File: config.mk
export PLATFORM = sky130hd
export DESIGN_NAME = piecewise_linear_interpolator
export DESIGN_NICKNAME = d
export VERILOG_FILES = /design/src/rtl/plin_pkg.sv /design/src/rtl/piecewise_linear_interpolator.sv /design/src/rtl/plin_cell.sv /design/src/rtl/plin_div.sv
export SDC_FILE = /design/constraint.sdc
export NUM_CORES = 2
export LEC_CHECK = 0
export BUFFER_PORTS_ARGS = -buffer_cell sky130_fd_sc_hd__buf_4
export CAP_MARGIN = 20
export CORE_MARGIN = 2
export CORE_UTILIZATION = 50
export CTS_CLUSTER_DIAMETER = 30
export DETAILED_ROUTE_END_ITERATION = 6
export PLACE_DENSITY = 0.75
export SYNTH_ARGS = -nofsm -noshare
export SYNTH_HDL_FRONTEND = slang
export SYNTH_SLANG_ARGS = --single-unit
export TNS_END_PERCENT = 1
File: constraint.sdc
create_clock -name clk -period 9.62 [get_ports clk]
set_input_delay 1.443 -clock clk [delete_from_list [all_inputs] [get_ports clk]]
set_output_delay 1.443 -clock clk [all_outputs]
set_load 0.1 [all_outputs]
File: src/rtl/plin_pkg.sv
`default_nettype none
package plin_pkg;

  localparam int POINTS = 16;
  localparam int IDX_W  = $clog2(POINTS);
  localparam int CNT_W  = IDX_W + 1;

  localparam logic [1:0] ST_OK    = 2'd0;
  localparam logic [1:0] ST_BELOW = 2'd1;
  localparam logic [1:0] ST_ABOVE = 2'd2;
  localparam logic [1:0] ST_EMPTY = 2'd3;

  localparam logic MODE_LOAD  = 1'b0;
  localparam logic MODE_QUERY = 1'b1;

  typedef struct packed {
    logic              mode;
    logic [3:0]        point_index;
    logic signed [15:0] point_x;
    logic signed [15:0] point_y;
    logic signed [15:0] query_x;
  } in_t;

  typedef struct packed {
    logic signed [15:0] result_y;
    logic [1:0]         status;
  } out_t;

  typedef struct packed {
    logic signed [15:0] x;
    logic signed [15:0] y;
  } point_t;

endpackage
`default_nettype wire

File: src/rtl/piecewise_linear_interpolator.sv
// Channel  | Ports                     | Transfer
// input    | start, busy, in_item      | start high while busy low
// result   | out_valid, out_item       | out_valid high, one cycle
// config   | cfg_we, cfg_data          | cfg_we high
// A load or a query on an empty table: the result is registered straight from the transfer.
// A query: the table ring rotates once past the head cell, then a compare state
// follows; out of range or exactly on a point, the result is registered from that
// state. Otherwise a divider load state, 17 divide steps and a result state
// follow before the result is taken.
// busy is high while a query runs. rst_n clears control state only.
// The receiver cannot stall: each result is shown for one cycle.
`default_nettype none
module piecewise_linear_interpolator (
  input  wire logic           clk,
  input  wire logic           rst_n,
  input  wire logic           start,
  output logic                busy,
  input  wire plin_pkg::in_t  in_item,
  output logic                out_valid,
  output plin_pkg::out_t      out_item,
  input  wire logic           cfg_we,
  input  wire logic [4:0]     cfg_data
);

  localparam logic [2:0] S_IDLE = 3'd0;
  localparam logic [2:0] S_SCAN = 3'd1;
  localparam logic [2:0] S_MUL  = 3'd2;
  localparam logic [2:0] S_DIV  = 3'd3;
  localparam logic [2:0] S_WAIT = 3'd4;

  logic [2:0] state_r;
  logic [4:0] count_r;
  logic [plin_pkg::CNT_W-1:0] n_use;
  logic [plin_pkg::IDX_W-1:0] cnt_r;

  plin_pkg::point_t pts [plin_pkg::POINTS];
  logic wr_go;
  plin_pkg::point_t wr_pt;
  logic shift;

  logic signed [15:0] q_r, min_r, max_r, hity_r, lox_r, loy_r, upx_r, upy_r;
  logic hit_r, hlo_r, hup_r;
  logic signed [15:0] hx, hy;
  logic in_use;

  logic signed [33:0] prod_r;
  logic [16:0] den_r;
  logic [33:0] mag;
  logic div_start, div_done;
  logic [16:0] quot;
  logic signed [16:0] sq, sum;

  logic accept;

  assign accept = start && !busy;
  assign busy   = (state_r != S_IDLE);

  always_comb begin
    if (count_r > 5'(plin_pkg::POINTS)) begin
      n_use = plin_pkg::CNT_W'(plin_pkg::POINTS);
    end else begin
      n_use = plin_pkg::CNT_W'(count_r);
    end
  end

  assign wr_go = accept && (in_item.mode == plin_pkg::MODE_LOAD)
                 && ({1'b0, in_item.point_index} < 5'(plin_pkg::POINTS));
  assign wr_pt = '{x: in_item.point_x, y: in_item.point_y};
  assign shift = (state_r == S_SCAN);

  for (genvar i = 0; i < plin_pkg::POINTS; i++) begin : g_cell
    plin_cell u_cell (
      .clk   (clk),
      .wr_en (wr_go && (in_item.point_index[plin_pkg::IDX_W-1:0]
                        == plin_pkg::IDX_W'(i))),
      .wr_pt (wr_pt),
      .shift (shift),
      .nb_pt (pts[(i + 1) % plin_pkg::POINTS]),
      .pt_r  (pts[i])
    );
  end

  assign hx     = pts[0].x;
  assign hy     = pts[0].y;
  assign in_use = ({1'b0, cnt_r} < n_use);

  assign mag = prod_r[33] ? 34'(-prod_r) : prod_r;
  assign div_start = (state_r == S_DIV);
  assign sq  = prod_r[33] ? -$signed(quot) : $signed(quot);
  assign sum = 17'(loy_r) + sq;

  plin_div u_div (
    .clk    (clk),
    .rst_n  (rst_n),
    .start  (div_start),
    .num    (mag),
    .den    (den_r),
    .done_r (div_done),
    .quot   (quot)
  );

  always_ff @(posedge clk) begin
    if (!rst_n) begin
      count_r   <= '0;
    end else if (cfg_we) begin
      count_r   <= cfg_data;
    end
  end

  always_ff @(posedge clk) begin
    if (!rst_n) begin
      state_r   <= S_IDLE;
      out_valid <= 1'b0;
      cnt_r     <= '0;
    end else begin
      out_valid <= 1'b0;
      unique case (state_r)
        S_IDLE: begin
          if (accept) begin
            if (in_item.mode == plin_pkg::MODE_LOAD) begin
              out_valid <= 1'b1;
              out_item  <= '{result_y: '0, status: plin_pkg::ST_OK};
            end else if (n_use == '0) begin
              out_valid <= 1'b1;
              out_item  <= '{result_y: '0, status: plin_pkg::ST_EMPTY};
            end else begin
              state_r <= S_SCAN;
              cnt_r   <= '0;
            end
          end
        end
        S_SCAN: begin
          cnt_r <= cnt_r + 1'b1;
          if (cnt_r == plin_pkg::IDX_W'(plin_pkg::POINTS - 1)) begin
            state_r <= S_MUL;
          end
        end
        S_MUL: begin
          if (q_r < min_r) begin
            out_valid <= 1'b1;
            out_item  <= '{result_y: '0, status: plin_pkg::ST_BELOW};
            state_r   <= S_IDLE;
          end else if (q_r > max_r) begin
            out_valid <= 1'b1;
            out_item  <= '{result_y: '0, status: plin_pkg::ST_ABOVE};
            state_r   <= S_IDLE;
          end else if (hit_r || !hlo_r || !hup_r) begin
            out_valid <= 1'b1;
            out_item  <= '{result_y: hit_r ? hity_r : 16'sd0,
                           status: plin_pkg::ST_OK};
            state_r   <= S_IDLE;
          end else begin
            state_r <= S_DIV;
          end
        end
        S_DIV: begin
          state_r <= S_WAIT;
        end
        S_WAIT: begin
          if (div_done) begin
            out_valid <= 1'b1;
            out_item  <= '{result_y: sum[15:0], status: plin_pkg::ST_OK};
            state_r   <= S_IDLE;
          end
        end
        default: begin
          state_r <= S_IDLE;
        end
      endcase
    end
  end

  always_ff @(posedge clk) begin
    if (accept) begin
      q_r   <= in_item.query_x;
      hit_r <= 1'b0;
      hlo_r <= 1'b0;
      hup_r <= 1'b0;
    end else if (state_r == S_SCAN && in_use) begin
      if (cnt_r == '0) begin
        min_r <= hx;
        max_r <= hx;
      end else begin
        if (hx < min_r) min_r <= hx;
        if (hx > max_r) max_r <= hx;
      end
      if (hx == q_r && !hit_r) begin
        hit_r  <= 1'b1;
        hity_r <= hy;
      end else if (hx < q_r) begin
        if (!hlo_r || hx > lox_r) begin
          hlo_r <= 1'b1;
          lox_r <= hx;
          loy_r <= hy;
        end
      end else if (hx > q_r) begin
        if (!hup_r || hx < upx_r) begin
          hup_r <= 1'b1;
          upx_r <= hx;
          upy_r <= hy;
        end
      end
    end
  end

  always_ff @(posedge clk) begin
    if (state_r == S_MUL) begin
      prod_r <= (17'(upy_r) - 17'(loy_r)) * (17'(q_r) - 17'(lox_r));
      den_r  <= 17'(upx_r) - 17'(lox_r);
    end
  end

endmodule
`default_nettype wire

File: src/rtl/plin_cell.sv
`default_nettype none
module plin_cell (
  input  wire logic              clk,
  input  wire logic              wr_en,
  input  wire plin_pkg::point_t  wr_pt,
  input  wire logic              shift,
  input  wire plin_pkg::point_t  nb_pt,
  output plin_pkg::point_t       pt_r
);

  always_ff @(posedge clk) begin
    if (wr_en) begin
      pt_r <= wr_pt;
    end else if (shift) begin
      pt_r <= nb_pt;
    end
  end

endmodule
`default_nettype wire

File: src/rtl/plin_div.sv
`default_nettype none
module plin_div (
  input  wire logic        clk,
  input  wire logic        rst_n,
  input  wire logic        start,
  input  wire logic [33:0] num,
  input  wire logic [16:0] den,
  output logic             done_r,
  output logic [16:0]      quot
);

  logic [16:0] rem_r, rem_nxt;
  logic [16:0] low_r;
  logic [16:0] den_r;
  logic [4:0]  cnt_r;
  logic        run_r;
  logic [17:0] part;
  logic [17:0] trial;
  logic        qbit;

  assign part  = {rem_r, low_r[16]};
  assign trial = part - {1'b0, den_r};
  assign qbit  = (part >= {1'b0, den_r});
  assign rem_nxt = qbit ? trial[16:0] : part[16:0];
  assign quot  = low_r;

  always_ff @(posedge clk) begin
    if (!rst_n) begin
      run_r  <= 1'b0;
      cnt_r  <= '0;
      done_r <= 1'b0;
    end else begin
      done_r <= 1'b0;
      if (start) begin
        run_r <= 1'b1;
        cnt_r <= 5'd17;
      end else if (run_r) begin
        cnt_r <= cnt_r - 5'd1;
        if (cnt_r == 5'd1) begin
          run_r  <= 1'b0;
          done_r <= 1'b1;
        end
      end
    end
  end

  always_ff @(posedge clk) begin
    if (start) begin
      rem_r <= num[33:17];
      low_r <= num[16:0];
      den_r <= den;
    end else if (run_r) begin
      rem_r <= rem_nxt;
      low_r <= {low_r[15:0], qbit};
    end
  end

endmodule
`default_nettype wire
==> impl_metrics.json <==
{
  "tns_ps": 0,
  "hold_class": "reg2reg",
  "wl_per_cell_um": 21.4,
  "place_hpwl_um": 84000,
  "fmax_ghz": 0.110,
  "cts_tree": "yes",
  "initialDrtViolationCount": 2485,
  "hold_end": "u_div.den_r[8]$_DFFE_PP_",
  "syn_area_per_cell_um2": 12.5,
  "yosys_warnings": 0,
  "area.growth.synth_to_final_pct": 16.0,
  "rrSetupSlack_ps": 530,
  "grt_usage_pct": 24.0,
  "antenna_found_initial": 9,
  "worst_pin_slew_ps": 1140,
  "drc": 0,
  "setup_viol": 0,
  "core-area_mm2": 0.0969,
  "avgViaCountPerCell": 5.56,
  "period_minus_slack_ps": 9090,
  "dr_total_vias": 30576,
  "critical_path_peak_fanout": 8,
  "fillCellCount": 7409,
  "totalWireLength_um": 118000,
  "critPathRequiredTime_ps": 10100,
  "regArea_mm2": 0.0233,
  "async_flop_share_pct": 0,
  "crit_path_max_incr_delay_ps": 600,
  "grt_pass1_wl_um": 184000,
  "slew_headroom_pct": 23.3,
  "cts_buffer_depth": 3,
  "post_cts_resized": 0,
  "die_area_mm2": 0.100,
  "status": "finished clean",
  "grt_max_degree": 50,
  "seq_area_frac_synth_pct": 47.5,
  "antenna_left": 0,
  "critical_path.startpoint_type": "register",
  "cts.sinks": 783,
  "grt_pass1_vias": 32046,
  "r2r-start": "q_r[0]$_DFFE_PP_",
  "die_height_um": 317,
  "final_layout_size_suffix_gt1_share_pct": 23.0,
  "nNetsFinal": 4736,
  "synthDistinctLibCells": 71,
  "drtPass1Iterations": 6,
  "skew_ps": 46.9,
  "clk_transition_reported_paths_ps": 40,
  "cpMaxStageDelayCell": "a22oi_1",
  "ys.flop_type": "edfxtp_1",
  "crit_top_cell": "fa_1",
  "ios": 82,
  "worstHoldStart": "den_r[8]$_DFFE_PP_",
  "synth-edff-count": 760,
  "hold_path_depth": 0,
  "period_share_pct": 94.5,
  "start_util_pct": 50.6,
  "cap_viol_max_count": 0,
  "cts_buffers": 156,
  "hold_buffers": 0,
  "crit_path_end_kind": "register",
  "die_w_um": 317,
  "synth_area_leader_cell": "edfxtp_1",
  "synth_cells": 3904,
  "synth_top_cell_area_share_pct": 46.6,
  "rows": 114,
  "rsz0062_at_grt": "false",
  "final_common_cell": "edfxtp_1",
  "synth_area_leaders": "edfxtp_1 47%, fa_1 12%, mux2_2 12%, ha_1 7.2%, inv_1 3.8%",
  "hold_viol_final": 0,
  "mostFrequentLayoutCells": "760 x edfxtp_1, 511 x mux2_2, 499 x inv_1",
  "syn-num-nets": 4550,
  "worstPathArrival_ps": 9580,
  "ys_ff_latch": 783,
  "multi_input_area_mm2": 0.0233,
  "overflow": 0,
  "r2r_cells": 30,
  "slew_viol_final": 0,
  "post_cts_buffers": 0,
  "io_buffer_count": 81,
  "gp_congestion": 0.982,
  "netlist_area_mm2": 0.0490,
  "clock-root-buffer": "clkbuf_16",
  "reg2reg_to": "prod_r[33]$_DFFE_PP_",
  "htreeDepth": 4,
  "clk_latency_ps": 750,
  "crit_type": "reg2reg"
}
==> state kept, by name, summed over array words and instances (netlist names), 17 cells and up <==
| register | cells |
|---|---|
| g_cell.u_cell.pt_r | 512 |
| prod_r | 34 |
| out_item | 18 |
| den_r | 17 |
| u_div.den_r | 17 |
| u_div.quot | 17 |
| u_div.rem_r | 17 |
==> critical path: cells and delay by family (launching register included) <==
| kind | cells | cell delay, ps |
|---|---|---|
| adder cells (fa/ha/maj) | 9 | 3910 |
| AND/OR/NAND/NOR | 6 | 1240 |
| AO/OA/AOI/OAI | 9 | 2650 |
| XOR/XNOR | 1 | 140 |
| buffers and inverters | 5 | 540 |
| flip-flops | 1 | 360 |
==> Yosys cell counts (all sizes together), types with 12 or more instances <==
cell type / number
a211oi: 12
a21o: 54
a21oi: 88
and2: 25
and3: 16
buf: 22
clkbuf: 114
dfxtp: 23
edfxtp: 760
fa: 301
ha: 283
inv: 500
mux2: 511
mux2i: 22
nand2: 264
nand2b: 44
nand3: 41
nand4: 17
nor2: 241
nor2b: 39
nor3: 42
o211ai: 13
o21a: 36
o21ai: 106
o22ai: 13
o31ai: 21
or2: 15
xnor2: 107
xor2: 47
==> how the worst max path moves through the flow <==
stage,cells past startpoint,startpoint,to,slack (ps)
after floorplan,30,lox_r[1]$_DFFE_PP_,prod_r[32]$_DFFE_PP_,1460
after global placement,29,loy_r[1]$_DFFE_PP_,prod_r[32]$_DFFE_PP_,550
after detailed placement,30,q_r[0]$_DFFE_PP_,prod_r[33]$_DFFE_PP_,660
after CTS,30,q_r[0]$_DFFE_PP_,prod_r[33]$_DFFE_PP_,640
after global routing,30,q_r[0]$_DFFE_PP_,prod_r[33]$_DFFE_PP_,120
final,30,q_r[0]$_DFFE_PP_,prod_r[33]$_DFFE_PP_,530
==> cell type report <==
cell class                 count  area share, %
clock inverter               122           2.49
antenna                        4         0.0176
inverter                     501           3.31
sequential                   783           41.0
tap                         1276           2.81
multi-input combinational   2484           41.1
timing repair buffer         164           2.17
clock buffer                 169           7.11
==> metrics by stage <==
step | cell area, um^2 | setup slack (ps) | utilization, % | cells | hold slack, ps
floorplan | 49000 | 1460 | - | 3904 | 400
global placement | 51300 | 552 | 53.0 | 5207 | 401
detailed placement | 51300 | 662 | 53.0 | 5208 | 406
CTS | 56800 | 642 | 58.6 | 5499 | 416
global route | 56800 | 119 | 58.6 | 5502 | 421
finish | 56800 | 528 | 58.6 | 5503 | 413
==> cells by family after synthesis <==
kind of cell,after synthesis,synth area share [%]
AOI/OAI and AO/OA,421,5.58
xor gates and xnor gates,154,2.75
muxes,533,12.2
buffers and inverters,637,4.89
and+or+nand+nor,792,7.50
adders and majority gates,584,19.5
DFF,783,47.5
==> metal layers <==
layer | vias to the layer above | share of wire [%] | global-route usage, %
met5 | - | 0 | 0
met4 | 0 | 3.0 | 9.11
met3 | 212 | 6.5 | 4.66
met2 | 1020 | 47 | 39.0
met1 | 15254 | 43 | 31.9
li1 | 14090 | - | -
Power is left out: the tool's default activity adds up to more than one toggle a clock period on the data nets, which glitch-free logic cannot reach.
